`src/sv/assert_macros.svh`:
```
// assertion helpers shared by the rtl
`ifndef ASSERT_MACROS_SVH
`define ASSERT_MACROS_SVH

`ifndef SYNTH
// same-cycle implication
`define ASSERT_IMP(lbl, clk, rst_n, ante, cons) \
    lbl: assert property (@(posedge clk) disable iff (!rst_n) (ante) |-> (cons)) \
        else $error("same-cycle implication violated");
// next-cycle implication
`define ASSERT_NXT(lbl, clk, rst_n, ante, cons) \
    lbl: assert property (@(posedge clk) disable iff (!rst_n) (ante) |=> (cons)) \
        else $error("next-cycle implication violated");
`else
`define ASSERT_IMP(lbl, clk, rst_n, ante, cons)
`define ASSERT_NXT(lbl, clk, rst_n, ante, cons)
`endif

`endif

```
`src/sv/etavg_pkg.sv`:
```
`timescale 1ns / 1ps
package etavg_pkg;

    localparam int POS_W   = 6;
    localparam int LEN_W   = 7;
    localparam int TRIG_W  = 16;
    localparam int THR_W   = 16;
    localparam int HOLD_W  = 24;
    localparam int PRE_W   = 5;
    localparam int POST_W  = 6;
    localparam int CFG_DW  = 24;
    localparam int CFG_IW  = 2;
    localparam int SINCE_W = 25;
    localparam int SUM_W   = 32;

    localparam logic [LEN_W-1:0] POST_LIMIT = 7'd32;

    typedef enum logic [CFG_IW-1:0] {
        REG_THRESHOLD = 2'd0,
        REG_HOLDOFF   = 2'd1,
        REG_PRE       = 2'd2,
        REG_POST      = 2'd3
    } t_cfg_idx;

    // one finished window waiting to be walked
    typedef struct packed {
        logic [LEN_W-1:0] len;
        logic [POS_W-1:0] start;
    } t_job;

    // sample ring command from the front end
    typedef struct packed {
        logic             wr;
        logic             clr;
        logic [POS_W-1:0] addr;
    } t_ring_cmd;

endpackage

```
`src/sv/etavg_in_if.sv`:
```
`timescale 1ns / 1ps
interface etavg_in_if #(
    parameter int SAMPLE_WIDTH = 16
) ();
    logic                               valid;
    logic                               ready;
    logic signed [SAMPLE_WIDTH-1:0]     sample;
    logic signed [etavg_pkg::TRIG_W-1:0] trigger_level;
    logic                               clear;

    modport source (output valid, sample, trigger_level, clear, input ready);
    modport sink   (input valid, sample, trigger_level, clear, output ready);
endinterface

```
`src/sv/etavg_out_if.sv`:
```
`timescale 1ns / 1ps
interface etavg_out_if #(
    parameter int SAMPLE_WIDTH = 16,
    parameter int COUNT_WIDTH  = 16
) ();
    logic                              valid;
    logic                              ready;
    logic [etavg_pkg::POS_W-1:0]       position;
    logic signed [SAMPLE_WIDTH-1:0]    average;
    logic [COUNT_WIDTH-1:0]            events;
    logic                              last;

    modport source (output valid, position, average, events, last, input ready);
    modport sink   (input valid, position, average, events, last, output ready);
endinterface

```
`src/sv/etavg_front.sv`:
```
`timescale 1ns / 1ps
module etavg_front #(
    parameter int WINDOW_DEPTH = 64,
    parameter int SAMPLE_WIDTH = 16,
    parameter int COUNT_WIDTH  = 16
) (
    input  logic                               i_clk,
    input  logic                               i_rst_n,
    input  logic                               i_cfg_we,
    input  etavg_pkg::t_cfg_idx                i_cfg_idx,
    input  logic [etavg_pkg::CFG_DW-1:0]       i_cfg_data,
    input  logic                               i_valid,
    output logic                               o_ready,
    input  logic signed [SAMPLE_WIDTH-1:0]     i_sample,
    input  logic signed [etavg_pkg::TRIG_W-1:0] i_trigger_level,
    input  logic                               i_clear,
    input  logic                               i_back_busy,
    input  logic                               i_q_empty,
    output logic                               o_push,
    output etavg_pkg::t_job                    o_job,
    output etavg_pkg::t_ring_cmd               o_ring,
    output logic signed [SAMPLE_WIDTH-1:0]     o_ring_data,
    output logic [COUNT_WIDTH-1:0]             o_count
);
    import etavg_pkg::*;

    localparam int AW = $clog2(WINDOW_DEPTH);
    localparam logic [LEN_W-1:0]       DEPTH_L   = LEN_W'(WINDOW_DEPTH);
    localparam logic [LEN_W-1:0]       PRE_CAP   = LEN_W'(WINDOW_DEPTH - 2);
    localparam logic [AW-1:0]          HEAD_LAST = AW'(WINDOW_DEPTH - 1);
    localparam logic [COUNT_WIDTH-1:0] COUNT_MAX = '1;
    localparam logic [SINCE_W-1:0]     SINCE_MAX = '1;

    logic signed [THR_W-1:0] r_threshold;
    logic [HOLD_W-1:0]       r_holdoff;
    logic [PRE_W-1:0]        r_pre;
    logic [POST_W-1:0]       r_post;

    logic [AW-1:0]          r_head,   n_head;
    logic [COUNT_WIDTH-1:0] r_count,  n_count;
    logic                   r_active, n_active;
    logic [POST_W-1:0]      r_tat,    n_tat;
    logic [SINCE_W-1:0]     r_since,  n_since;

    logic              accept;
    logic [LEN_W-1:0]  pre_l, pre_eff, post_l, post_c, room, post_eff, len;
    logic [AW-1:0]     head_inc;
    logic [LEN_W-1:0]  head_l, start_l;
    logic [SINCE_W-1:0] since_inc;
    logic [POST_W-1:0] tat_inc;
    logic              trig_hit;

    assign o_ready = !i_back_busy && i_q_empty;
    assign accept  = i_valid && o_ready;
    assign o_count = r_count;
    assign o_ring_data = i_sample;

    // window size as it stands on this tick
    always_comb begin
        pre_l   = LEN_W'(r_pre);
        pre_eff = (pre_l > PRE_CAP) ? PRE_CAP : pre_l;
        post_l  = LEN_W'(r_post);
        if (post_l == '0) begin
            post_c = LEN_W'(1);
        end else if (post_l > POST_LIMIT) begin
            post_c = POST_LIMIT;
        end else begin
            post_c = post_l;
        end
        room     = DEPTH_L - LEN_W'(1) - pre_eff;
        post_eff = (post_c > room) ? room : post_c;
        len      = pre_eff + post_eff + LEN_W'(1);
    end

    always_comb begin
        head_inc  = (r_head == HEAD_LAST) ? '0 : r_head + AW'(1);
        head_l    = LEN_W'(head_inc);
        start_l   = (head_l >= len) ? head_l - len : head_l + DEPTH_L - len;
        since_inc = (r_since == SINCE_MAX) ? r_since : r_since + SINCE_W'(1);
        tat_inc   = r_tat + POST_W'(1);
        trig_hit  = (i_trigger_level >= r_threshold)
                 && (since_inc > SINCE_W'(r_holdoff))
                 && (r_count != COUNT_MAX);
    end

    always_comb begin
        n_head   = r_head;
        n_count  = r_count;
        n_active = r_active;
        n_tat    = r_tat;
        n_since  = r_since;
        o_push   = 1'b0;
        o_ring.wr   = 1'b0;
        o_ring.clr  = 1'b0;
        o_ring.addr = POS_W'(r_head);
        o_job.len   = len;
        o_job.start = POS_W'(start_l);
        if (accept) begin
            n_since = since_inc;
            if (i_clear) begin
                n_count    = '0;
                n_active   = 1'b0;
                n_tat      = '0;
                o_ring.clr = 1'b1;
            end else begin
                o_ring.wr = 1'b1;
                n_head    = head_inc;
                if (r_active) begin
                    n_tat = tat_inc;
                    if (LEN_W'(tat_inc) == post_eff) begin
                        o_push = 1'b1;
                    end else if (LEN_W'(tat_inc) > post_eff) begin
                        // tick after the window was emitted closes it
                        n_tat    = '0;
                        n_active = 1'b0;
                    end
                end else if (trig_hit) begin
                    n_since  = '0;
                    n_active = 1'b1;
                    n_tat    = '0;
                    n_count  = r_count + COUNT_WIDTH'(1);
                end
            end
        end
    end

    always_ff @(posedge i_clk) begin
        if (!i_rst_n) begin
            r_threshold <= 16'sd16384;
            r_holdoff   <= 24'd5000;
            r_pre       <= 5'd31;
            r_post      <= 6'd32;
            r_head      <= '0;
            r_count     <= '0;
            r_active    <= 1'b0;
            r_tat       <= '0;
            r_since     <= SINCE_MAX;
        end else begin
            r_head   <= n_head;
            r_count  <= n_count;
            r_active <= n_active;
            r_tat    <= n_tat;
            r_since  <= n_since;
            if (i_cfg_we) begin
                case (i_cfg_idx)
                    REG_THRESHOLD: r_threshold <= i_cfg_data[THR_W-1:0];
                    REG_HOLDOFF:   r_holdoff   <= i_cfg_data[HOLD_W-1:0];
                    REG_PRE:       r_pre       <= i_cfg_data[PRE_W-1:0];
                    REG_POST:      r_post      <= i_cfg_data[POST_W-1:0];
                    default: ;
                endcase
            end
        end
    end

endmodule

```
`src/sv/etavg_queue.sv`:
```
`timescale 1ns / 1ps
module etavg_queue (
    input  logic            i_clk,
    input  logic            i_rst_n,
    input  logic            i_push,
    input  etavg_pkg::t_job i_job,
    input  logic            i_pop,
    output etavg_pkg::t_job o_job,
    output logic            o_empty
);
    import etavg_pkg::*;

    localparam int QD = 2;

    t_job       r_slot [QD];
    logic       r_wp, r_rp;
    logic [1:0] r_cnt, n_cnt;

    assign o_job   = r_slot[r_rp];
    assign o_empty = (r_cnt == 2'd0);

    always_comb begin
        n_cnt = r_cnt;
        if (i_push && !i_pop) begin
            n_cnt = r_cnt + 2'd1;
        end else if (i_pop && !i_push) begin
            n_cnt = r_cnt - 2'd1;
        end
    end

    always_ff @(posedge i_clk) begin
        if (!i_rst_n) begin
            r_wp  <= 1'b0;
            r_rp  <= 1'b0;
            r_cnt <= 2'd0;
        end else begin
            r_cnt <= n_cnt;
            if (i_push) begin
                r_wp <= !r_wp;
            end
            if (i_pop) begin
                r_rp <= !r_rp;
            end
        end
    end

    always_ff @(posedge i_clk) begin
        if (i_push) begin
            r_slot[r_wp] <= i_job;
        end
    end

endmodule

```
`src/sv/etavg_back.sv`:
```
`timescale 1ns / 1ps
module etavg_back #(
    parameter int WINDOW_DEPTH = 64,
    parameter int SAMPLE_WIDTH = 16,
    parameter int COUNT_WIDTH  = 16
) (
    input  logic                            i_clk,
    input  logic                            i_rst_n,
    input  etavg_pkg::t_ring_cmd            i_ring,
    input  logic signed [SAMPLE_WIDTH-1:0]  i_ring_data,
    input  logic [COUNT_WIDTH-1:0]          i_count,
    input  logic                            i_q_empty,
    input  etavg_pkg::t_job                 i_job,
    output logic                            o_pop,
    output logic                            o_busy,
    output logic                            o_valid,
    input  logic                            i_ready,
    output logic [etavg_pkg::POS_W-1:0]     o_position,
    output logic signed [SAMPLE_WIDTH-1:0]  o_average,
    output logic [COUNT_WIDTH-1:0]          o_events,
    output logic                            o_last
);
    import etavg_pkg::*;

    localparam int AW = $clog2(WINDOW_DEPTH);
    localparam int KW = $clog2(SAMPLE_WIDTH);
    localparam logic [AW-1:0]           IDX_LAST = AW'(WINDOW_DEPTH - 1);
    localparam logic [KW-1:0]           K_LAST   = KW'(SAMPLE_WIDTH - 1);
    localparam logic [SAMPLE_WIDTH-1:0] AMAX     = {1'b0, {(SAMPLE_WIDTH-1){1'b1}}};
    localparam logic [SAMPLE_WIDTH-1:0] HALF     = {1'b1, {(SAMPLE_WIDTH-1){1'b0}}};
    localparam logic signed [SUM_W-1:0] SUM_MAX  = {1'b0, {(SUM_W-1){1'b1}}};
    localparam logic signed [SUM_W-1:0] SUM_MIN  = {1'b1, {(SUM_W-1){1'b0}}};

    typedef enum logic [5:0] {
        ST_IDLE = 6'b000001,
        ST_READ = 6'b000010,
        ST_ADD  = 6'b000100,
        ST_PREP = 6'b001000,
        ST_DIV  = 6'b010000,
        ST_FIN  = 6'b100000
    } t_back_state;

    t_back_state r_state, n_state;

    // sample ring and per-position sums
    logic signed [SAMPLE_WIDTH-1:0] r_ring_mem [WINDOW_DEPTH];
    logic signed [SUM_W-1:0]        r_sum_mem  [WINDOW_DEPTH];
    logic [WINDOW_DEPTH-1:0]        r_ring_vld;
    logic [WINDOW_DEPTH-1:0]        r_sum_vld;
    logic signed [SAMPLE_WIDTH-1:0] r_ring_q;
    logic signed [SUM_W-1:0]        r_sum_q;
    logic                           r_ring_qv, r_sum_qv;

    logic [LEN_W-1:0]        r_len;
    logic [AW-1:0]           r_ridx;
    logic [POS_W-1:0]        r_pos;
    logic signed [SUM_W-1:0] r_sum;
    logic                    r_neg, r_over, r_zero;
    logic [COUNT_WIDTH-1:0]  r_rem;
    logic [SAMPLE_WIDTH-1:0] r_dq;
    logic [KW-1:0]           r_k;
    logic                    r_ovalid;

    logic                        pos_last, fin_load;
    logic [AW-1:0]               pos_a;
    logic signed [SUM_W:0]       add_wide;
    logic signed [SUM_W-1:0]     add_sat;
    logic [SUM_W-1:0]            mag;
    logic [SUM_W-1:0]            mag_hi;
    logic [COUNT_WIDTH:0]        trial, trial_sub;
    logic                        trial_ge;
    logic [SAMPLE_WIDTH-1:0]     avg;

    assign pos_a    = r_pos[AW-1:0];
    assign pos_last = (LEN_W'(r_pos) == r_len - LEN_W'(1));
    assign fin_load = (r_state == ST_FIN) && (!r_ovalid || i_ready);
    assign o_pop    = (r_state == ST_IDLE) && !i_q_empty;
    assign o_busy   = (r_state != ST_IDLE);
    assign o_valid  = r_ovalid;

    always_comb begin
        add_wide = {{1{r_sum_qv && r_sum_q[SUM_W-1]}}, (r_sum_qv ? r_sum_q : '0)}
                 + (r_ring_qv ? (SUM_W+1)'(r_ring_q) : '0);
        if (add_wide[SUM_W] != add_wide[SUM_W-1]) begin
            add_sat = add_wide[SUM_W] ? SUM_MIN : SUM_MAX;
        end else begin
            add_sat = add_wide[SUM_W-1:0];
        end
        mag       = r_sum[SUM_W-1] ? SUM_W'(-r_sum) : r_sum;
        mag_hi    = mag >> SAMPLE_WIDTH;
        trial     = {r_rem, r_dq[SAMPLE_WIDTH-1]};
        trial_sub = trial - {1'b0, i_count};
        trial_ge  = (trial >= {1'b0, i_count});
        // truncated quotient magnitude, clamped to the signed sample range
        if (r_zero) begin
            avg = '0;
        end else if (r_over) begin
            avg = r_neg ? HALF : AMAX;
        end else if (!r_neg) begin
            avg = (r_dq > AMAX) ? AMAX : r_dq;
        end else begin
            avg = (r_dq > HALF) ? HALF : SAMPLE_WIDTH'(-r_dq);
        end
    end

    always_comb begin
        n_state = r_state;
        case (r_state)
            ST_IDLE: if (!i_q_empty) n_state = ST_READ;
            ST_READ: n_state = ST_ADD;
            ST_ADD:  n_state = ST_PREP;
            ST_PREP: begin
                if (i_count == '0 || mag_hi >= SUM_W'(i_count)) begin
                    n_state = ST_FIN;
                end else begin
                    n_state = ST_DIV;
                end
            end
            ST_DIV:  if (r_k == K_LAST) n_state = ST_FIN;
            ST_FIN:  begin
                if (fin_load) begin
                    n_state = pos_last ? ST_IDLE : ST_READ;
                end
            end
            default: n_state = ST_IDLE;
        endcase
    end

    always_ff @(posedge i_clk) begin
        if (!i_rst_n) begin
            r_state  <= ST_IDLE;
            r_ovalid <= 1'b0;
        end else begin
            r_state <= n_state;
            if (fin_load) begin
                r_ovalid <= 1'b1;
            end else if (i_ready) begin
                r_ovalid <= 1'b0;
            end
        end
    end

    // valid bits stand in for clearing the stores
    always_ff @(posedge i_clk) begin
        if (!i_rst_n || i_ring.clr) begin
            r_ring_vld <= '0;
            r_sum_vld  <= '0;
        end else begin
            if (i_ring.wr) begin
                r_ring_vld[i_ring.addr[AW-1:0]] <= 1'b1;
            end
            if (r_state == ST_ADD) begin
                r_sum_vld[pos_a] <= 1'b1;
            end
        end
    end

    always_ff @(posedge i_clk) begin
        if (i_ring.wr) begin
            r_ring_mem[i_ring.addr[AW-1:0]] <= i_ring_data;
        end
        if (r_state == ST_ADD) begin
            r_sum_mem[pos_a] <= add_sat;
        end
        r_ring_q  <= r_ring_mem[r_ridx];
        r_ring_qv <= r_ring_vld[r_ridx];
        r_sum_q   <= r_sum_mem[pos_a];
        r_sum_qv  <= r_sum_vld[pos_a];
    end

    always_ff @(posedge i_clk) begin
        case (r_state)
            ST_IDLE: begin
                r_len  <= i_job.len;
                r_ridx <= i_job.start[AW-1:0];
                r_pos  <= '0;
            end
            ST_ADD: begin
                r_sum <= add_sat;
            end
            ST_PREP: begin
                r_neg  <= r_sum[SUM_W-1];
                r_zero <= (i_count == '0);
                r_over <= (mag_hi >= SUM_W'(i_count));
                r_rem  <= mag_hi[COUNT_WIDTH-1:0];
                r_dq   <= mag[SAMPLE_WIDTH-1:0];
                r_k    <= '0;
            end
            ST_DIV: begin
                // one quotient bit per cycle
                r_rem <= trial_ge ? trial_sub[COUNT_WIDTH-1:0] : trial[COUNT_WIDTH-1:0];
                r_dq  <= {r_dq[SAMPLE_WIDTH-2:0], trial_ge};
                r_k   <= r_k + KW'(1);
            end
            ST_FIN: begin
                if (fin_load) begin
                    r_pos  <= r_pos + POS_W'(1);
                    r_ridx <= (r_ridx == IDX_LAST) ? '0 : r_ridx + AW'(1);
                end
            end
            default: ;
        endcase
    end

    always_ff @(posedge i_clk) begin
        if (fin_load) begin
            o_position <= r_pos;
            o_average  <= avg;
            o_events   <= i_count;
            o_last     <= pos_last;
        end
    end

endmodule

```
`src/sv/event_triggered_average.sv`:
```
`timescale 1ns / 1ps
// event-triggered average over a sliding sample ring
// i_item: one transaction per tick (sample, trigger_level, clear); o_res: one
// transaction per window position (position, average, events, last).
// configuration: i_cfg_we with i_cfg_idx selecting threshold, holdoff_ticks,
// pre_window or post_window, data in i_cfg_data; write only while idle.
// an ordinary tick is taken whenever ready is high. the tick that completes a
// window queues a job; the window walker reads ring and sum per position, adds,
// then runs a serial divider giving one quotient bit per cycle, skipping the
// divider when the count is zero or the quotient saturates. no tick is taken
// while the walker is busy or a job is queued.
// a stalled receiver holds the walker on the current position.
// reset loads the register defaults, empties ring and sums through valid
// bits, and needs no clearing pass; a clear transaction does the same to the
// ring, sums, event count and window state.
module event_triggered_average #(
    parameter int WINDOW_DEPTH = 64,
    parameter int SAMPLE_WIDTH = 16,
    parameter int COUNT_WIDTH  = 16
) (
    input  logic                                i_clk,
    input  logic                                i_rst_n,
    input  logic                                i_cfg_we,
    input  logic [etavg_pkg::CFG_IW-1:0]        i_cfg_idx,
    input  logic [etavg_pkg::CFG_DW-1:0]        i_cfg_data,
    etavg_in_if.sink                            i_item,
    etavg_out_if.source                         o_res
);
    import etavg_pkg::*;
    `include "assert_macros.svh"

    logic                           q_push, q_pop, q_empty, back_busy, accept;
    t_job                           job_in, job_out;
    t_ring_cmd                      ring_cmd;
    logic signed [SAMPLE_WIDTH-1:0] ring_data;
    logic [COUNT_WIDTH-1:0]         count;

    assign accept = i_item.valid && i_item.ready;

    etavg_front #(
        .WINDOW_DEPTH (WINDOW_DEPTH),
        .SAMPLE_WIDTH (SAMPLE_WIDTH),
        .COUNT_WIDTH  (COUNT_WIDTH)
    ) u_front (
        .i_clk           (i_clk),
        .i_rst_n         (i_rst_n),
        .i_cfg_we        (i_cfg_we),
        .i_cfg_idx       (t_cfg_idx'(i_cfg_idx)),
        .i_cfg_data      (i_cfg_data),
        .i_valid         (i_item.valid),
        .o_ready         (i_item.ready),
        .i_sample        (i_item.sample),
        .i_trigger_level (i_item.trigger_level),
        .i_clear         (i_item.clear),
        .i_back_busy     (back_busy),
        .i_q_empty       (q_empty),
        .o_push          (q_push),
        .o_job           (job_in),
        .o_ring          (ring_cmd),
        .o_ring_data     (ring_data),
        .o_count         (count)
    );

    etavg_queue u_queue (
        .i_clk   (i_clk),
        .i_rst_n (i_rst_n),
        .i_push  (q_push),
        .i_job   (job_in),
        .i_pop   (q_pop),
        .o_job   (job_out),
        .o_empty (q_empty)
    );

    etavg_back #(
        .WINDOW_DEPTH (WINDOW_DEPTH),
        .SAMPLE_WIDTH (SAMPLE_WIDTH),
        .COUNT_WIDTH  (COUNT_WIDTH)
    ) u_back (
        .i_clk       (i_clk),
        .i_rst_n     (i_rst_n),
        .i_ring      (ring_cmd),
        .i_ring_data (ring_data),
        .i_count     (count),
        .i_q_empty   (q_empty),
        .i_job       (job_out),
        .o_pop       (q_pop),
        .o_busy      (back_busy),
        .o_valid     (o_res.valid),
        .i_ready     (o_res.ready),
        .o_position  (o_res.position),
        .o_average   (o_res.average),
        .o_events    (o_res.events),
        .o_last      (o_res.last)
    );

    `ASSERT_IMP(a_no_tick_while_walking, i_clk, i_rst_n, back_busy, !i_item.ready)
    `ASSERT_IMP(a_push_into_empty, i_clk, i_rst_n, q_push, q_empty)
    `ASSERT_NXT(a_job_picked_up, i_clk, i_rst_n, q_push, q_pop)
    `ASSERT_NXT(a_clear_zeroes_count, i_clk, i_rst_n, accept && i_item.clear, count == '0)

endmodule

```
`src/flat_wrapper.sv`:
```
// flat-port wrapper written by rule: the top's interface ports become plain ports
module event_triggered_average_flat import etavg_pkg::*;
#(
    parameter int WINDOW_DEPTH = 64,
    parameter int SAMPLE_WIDTH = 16,
    parameter int COUNT_WIDTH  = 16
)
  (i_clk, i_rst_n, i_cfg_we, i_cfg_idx, i_cfg_data, i_item_valid, i_item_sample, i_item_trigger_level, i_item_clear, i_item_ready, o_res_valid, o_res_position, o_res_average, o_res_events, o_res_last, o_res_ready);
  etavg_in_if #(.SAMPLE_WIDTH(SAMPLE_WIDTH)) i_item_i ();
  etavg_out_if #(.SAMPLE_WIDTH(SAMPLE_WIDTH), .COUNT_WIDTH(COUNT_WIDTH)) o_res_i ();
  input  logic i_clk;
  input  logic i_rst_n;
  input  logic i_cfg_we;
  input  logic [etavg_pkg::CFG_IW-1:0] i_cfg_idx;
  input  logic [etavg_pkg::CFG_DW-1:0] i_cfg_data;
  input wire logic [$bits(i_item_i.valid)-1:0] i_item_valid;
  input wire logic [$bits(i_item_i.sample)-1:0] i_item_sample;
  input wire logic [$bits(i_item_i.trigger_level)-1:0] i_item_trigger_level;
  input wire logic [$bits(i_item_i.clear)-1:0] i_item_clear;
  output wire logic [$bits(i_item_i.ready)-1:0] i_item_ready;
  output wire logic [$bits(o_res_i.valid)-1:0] o_res_valid;
  output wire logic [$bits(o_res_i.position)-1:0] o_res_position;
  output wire logic [$bits(o_res_i.average)-1:0] o_res_average;
  output wire logic [$bits(o_res_i.events)-1:0] o_res_events;
  output wire logic [$bits(o_res_i.last)-1:0] o_res_last;
  input wire logic [$bits(o_res_i.ready)-1:0] o_res_ready;
  assign i_item_i.valid = i_item_valid;
  assign i_item_i.sample = i_item_sample;
  assign i_item_i.trigger_level = i_item_trigger_level;
  assign i_item_i.clear = i_item_clear;
  assign i_item_ready = i_item_i.ready;
  assign o_res_valid = o_res_i.valid;
  assign o_res_position = o_res_i.position;
  assign o_res_average = o_res_i.average;
  assign o_res_events = o_res_i.events;
  assign o_res_last = o_res_i.last;
  assign o_res_i.ready = o_res_ready;
  event_triggered_average #(.WINDOW_DEPTH(WINDOW_DEPTH), .SAMPLE_WIDTH(SAMPLE_WIDTH), .COUNT_WIDTH(COUNT_WIDTH)) u_core (.i_clk(i_clk), .i_rst_n(i_rst_n), .i_cfg_we(i_cfg_we), .i_cfg_idx(i_cfg_idx), .i_cfg_data(i_cfg_data), .i_item(i_item_i), .o_res(o_res_i));
endmodule
```
`config.mk`:
```
export PLATFORM = sky130hd
export DESIGN_NAME = event_triggered_average_flat
export DESIGN_NICKNAME = d
export VERILOG_FILES = /design/src/sv/etavg_pkg.sv /design/src/sv/etavg_in_if.sv /design/src/sv/etavg_out_if.sv /design/src/sv/etavg_front.sv /design/src/sv/etavg_queue.sv /design/src/sv/etavg_back.sv /design/src/sv/event_triggered_average.sv /design/src/flat_wrapper.sv
export VERILOG_INCLUDE_DIRS = /design/src /design/src/sv
export SDC_FILE = /design/constraint.sdc
export NUM_CORES = 2
export LEC_CHECK = 0
export BUFFER_PORTS_ARGS = -buffer_cell sky130_fd_sc_hd__buf_2
export CORE_AREA = 2 2 525 527
export CTS_CLUSTER_SIZE = 10
export DETAILED_ROUTE_END_ITERATION = 8
export DIE_AREA = 0 0 527 529
export PLACE_DENSITY = 0.77
export SLEW_MARGIN = 20
export SYNTH_ARGS = -nofsm -noshare
export SYNTH_HDL_FRONTEND = slang
export SYNTH_SLANG_ARGS = --single-unit
export TNS_END_PERCENT = 5
```
`constraint.sdc`:
```
create_clock -name i_clk -period 8.6 [get_ports i_clk]
set_input_delay 2.58 -clock i_clk [delete_from_list [all_inputs] [get_ports i_clk]]
set_output_delay 2.58 -clock i_clk [all_outputs]
set_load 0.01 [all_outputs]
```
==> flow_summary.yaml <==
global_route:
  grt_start_max_net_pins: 147
  grt_overflow: 0
  grt_pass1_wl_um: 558000
  antenna_found_initial: 17
  track_usage: 0.273
  grt_pass1_vias: 81000
setup_path:
  cp.buffers_inverters: 3
  critical_path_depth: 14
  crit_chain: "nand2_1 > inv_1 > ha_1 > a21oi_1 > o2111ai_1 > a31o_2 > a211o_1 > a41oi_1 > a31o_2 > o21ai_0 > mux2i_4 > buf_8 > a21oi_4 > buf_4"
  required_ns: 9.28
  cp_max_fo: 34
  slowest_delay_ns: 1.00
  worstSetupPathType: "flop to flop"
  crit_top_cell: "a31o_2"
  slowest_stage: "dfxtp_1"
  cp_top_family: "compound AO/OA/AOI/OAI gates"
  reg2reg_depth: 14
  crit_path_end_kind: "flop"
  cp.arrival_ns: 6.63
  startpoint_type: "flop"
logic_synthesis:
  yosysSeqAreaShare: 0.757
  synth_async_sr_flop_share: 0
  yosysWarnings: 0
  synth_seq_cells: 3522
  synth_cells: 8273
  syn-num-nets: 8480
  synth_edf_count: 3227
  avgSynthCellArea_um2: 16.4
  yosysUniqueCellTypes: 73
  synth_flop_cell: "edfxtp_1"
  syn_area_mm2: 0.136
timing:
  setup_viol: 0
  tightest_slew_ns: 1.21
  max_freq_ghz: 0.168
  fin_crit_ns: 5.96
  min_period_over_period: 0.693
  rsz0062_at_grt: "false"
  setup_ws_ns: 2.64
  slew_viol_final: 0
  slew_headroom: 0.191
  holdWs_ns: 0.452
  setup_tns_ns: 0
  skew_ns: 0.103
  hold_viol_final: 0
cts:
  htreeDepth: 5
  root_buffer: "clkbuf_16"
  ctsResizeCount: 0
  cts_buffers: 398
  clock_path_buffers: 4
  clkSinkCount: 3522
  cts_tree: "built"
  clkTransAtPathRegs_ns: 0.06
  clk_latency_ns: 0.94
  cts_hold_buf: 0
  postCtsSetupBuffers: 0
power:
  p_clk_frac: 0.323
  ir_drop_mv: 0.388
  p_seq_frac: 0.433
  switching_share: 0.317
  p_leak_nw: 49.8
  internal-power_w: 0.0322
  power_w: 0.0471
  combPwrFrac: 0.245
  p_switching_w: 0.0149
  power.density_mw_per_mm2: 306
route:
  dr.pass1.iters: 7
  ant_nets: 0
  route.detailed.drc: 0
  drt-vias-per-instance: 6.71
  drtIter0Drc: 13900
  wirelength_um: 392000
  post_drt_wl_per_cell_um: 31.4
  vias: 83500
layout:
  syn_to_final_growth_pct: 13.2
  fillers: 19800
  nets: 8775
  drive_above_1_share: 0.136
place:
  gp_congestion: 0.930
  place.detailed.hpwl_um: 213000
  numPortBuffers: 104
  place_ws_ns: 2.65
worst_hold_path:
  whs_path_depth: 2
  hp-class: "flop to flop"
floorplanning:
  initial_core_util: 0.498
  core-area_mm2: 0.273
  dieArea_mm2: 0.279
  ios: 105
  row_count: 192
  die_x_um: 527
  die_h_um: 529
run:
  drv_cap: 0
outcome:
  status: "complete, no violations"
-- path summary, 6_finish.rpt --
kind                                                startpoint                               to  slack [ns]
worst max-delay path                    u_core.u_back.r_sum_qv  u_core.u_back.r_sum_mem[35][15]        2.64
worst min-delay path            u_core.u_front.r_threshold[15]   u_core.u_front.r_threshold[15]        0.45
worst max register to register          u_core.u_back.r_sum_qv  u_core.u_back.r_sum_mem[35][15]        2.64
worst min register to register  u_core.u_front.r_threshold[15]   u_core.u_front.r_threshold[15]        0.45
-- per-layer routing --
| metal | up-vias | track usage | routed length (um) |
|---|---|---|---|
| met4 | 14 | 0.156 | 26000 |
| met5 | - | 0 | 93 |
| li1 | 34000 | - | - |
| met1 | 41600 | 0.356 | 136000 |
| met2 | 6682 | 0.422 | 178000 |
| met3 | 1214 | 0.0636 | 51600 |
-- synth_stat cells (54+ instances only) --
cell type | instances | share of area
a22oi_1 | 666 | 0.037
o22ai_1 | 72 | 0.0033
o21ai_0 | 176 | 0.0065
buf_1 | 71 | 0.0020
mux4_2 | 153 | 0.025
xor2_1 | 54 | 0.0035
mux2i_1 | 235 | 0.017
dfxtp_1 | 295 | 0.043
o221ai_1 | 77 | 0.0050
and2_1 | 57 | 0.0026
mux2_2 | 80 | 0.0066
o21a_1 | 56 | 0.0031
clkbuf_1 | 410 | 0.011
xnor2_1 | 76 | 0.0049
inv_1 | 108 | 0.0030
nand4_1 | 131 | 0.0060
nor2_1 | 435 | 0.012
edfxtp_1 | 3227 | 0.71
nand3_1 | 123 | 0.0045
ha_1 | 139 | 0.013
nand2_1 | 290 | 0.0080
a31oi_1 | 151 | 0.0070
a21oi_1 | 422 | 0.016
a22o_1 | 195 | 0.013
a221oi_1 | 196 | 0.013
-- worst min-delay path: stages, from the launching register on --
cell     delay, ns
dfxtp_1       0.30
nand2_1       0.05
a21oi_1       0.05
-- cell usage in the layout (no fill, tap or decap), drive strengths merged, types with 151 or more instances in the layout --
cell	instances
dfxtp	295
mux4	153
nor2	435
edfxtp	3227
clkbuf	667
a21oi	422
mux2i	235
o21ai	176
a31oi	151
nand2	290
a22oi	666
a221oi	196
buf	380
a22o	195
-- area by class of cell --
class / instances / area (um2) / share of cell area
multi-input combinational: 4158 / 31800 / 0.207
antenna: 5 / 12.5 / 0.0000814
clock buffer: 667 / 11100 / 0.0722
sequential: 3522 / 103000 / 0.669
inverter: 108 / 405 / 0.00264
timing repair buffer: 380 / 2840 / 0.0185
tap: 3589 / 4490 / 0.0292
clock inverter: 24 / 334 / 0.00217
-- logic make-up (layout without fill, tap and decap cells) --
family / count (synthesis) / after routing / synth area share
AOI/OAI and AO/OA: 2147 / 2147 / 0.110
muxes: 468 / 468 / 0.0493
buffers and inverters: 593 / 1179 / 0.0164
DFF: 3522 / 3522 / 0.757
and+or+nand+nor: 1270 / 1270 / 0.0450
xor gates and xnor gates: 130 / 130 / 0.00838
other: 0 / 5 / 0
adders and majority gates: 143 / 143 / 0.0134
-- registers in the layout, summed over array words and instances (netlist names), 24 cells and up, named ones only --
| register | cells |
|---|---|
| u_core.u_back.r_ring_mem | 1024 |
| u_core.u_back.r_ring_vld | 64 |
| u_core.u_back.r_sum | 32 |
| u_core.u_back.r_sum_mem | 2048 |
| u_core.u_back.r_sum_q | 32 |
| u_core.u_back.r_sum_vld | 64 |
| u_core.u_front.r_holdoff | 24 |
| u_core.u_front.r_since | 25 |
| u_core.u_queue.r_slot | 26 |
-- metrics by stage --
stage	util	cell area, um2	cells
2_1_floorplan	-	136000	8273
3_3_place_gp	0.521	142000	11800
3_5_place_dp	0.521	142000	11800
4_1_cts	0.563	154000	12400
5_1_grt	0.563	154000	12500
6_report	0.563	154000	12500
-- power by group through the flow --
stage                     registers (W)  clock network [W]  logic [W]
after floorplan                  0.0206                  0    0.00651
after CTS                        0.0204             0.0152     0.0112
final                            0.0204             0.0152     0.0115
after global routing             0.0204             0.0159     0.0119
after detailed placement         0.0207                  0     0.0111
after global placement           0.0207                  0     0.0108
(Power assumes the default switching activity.)
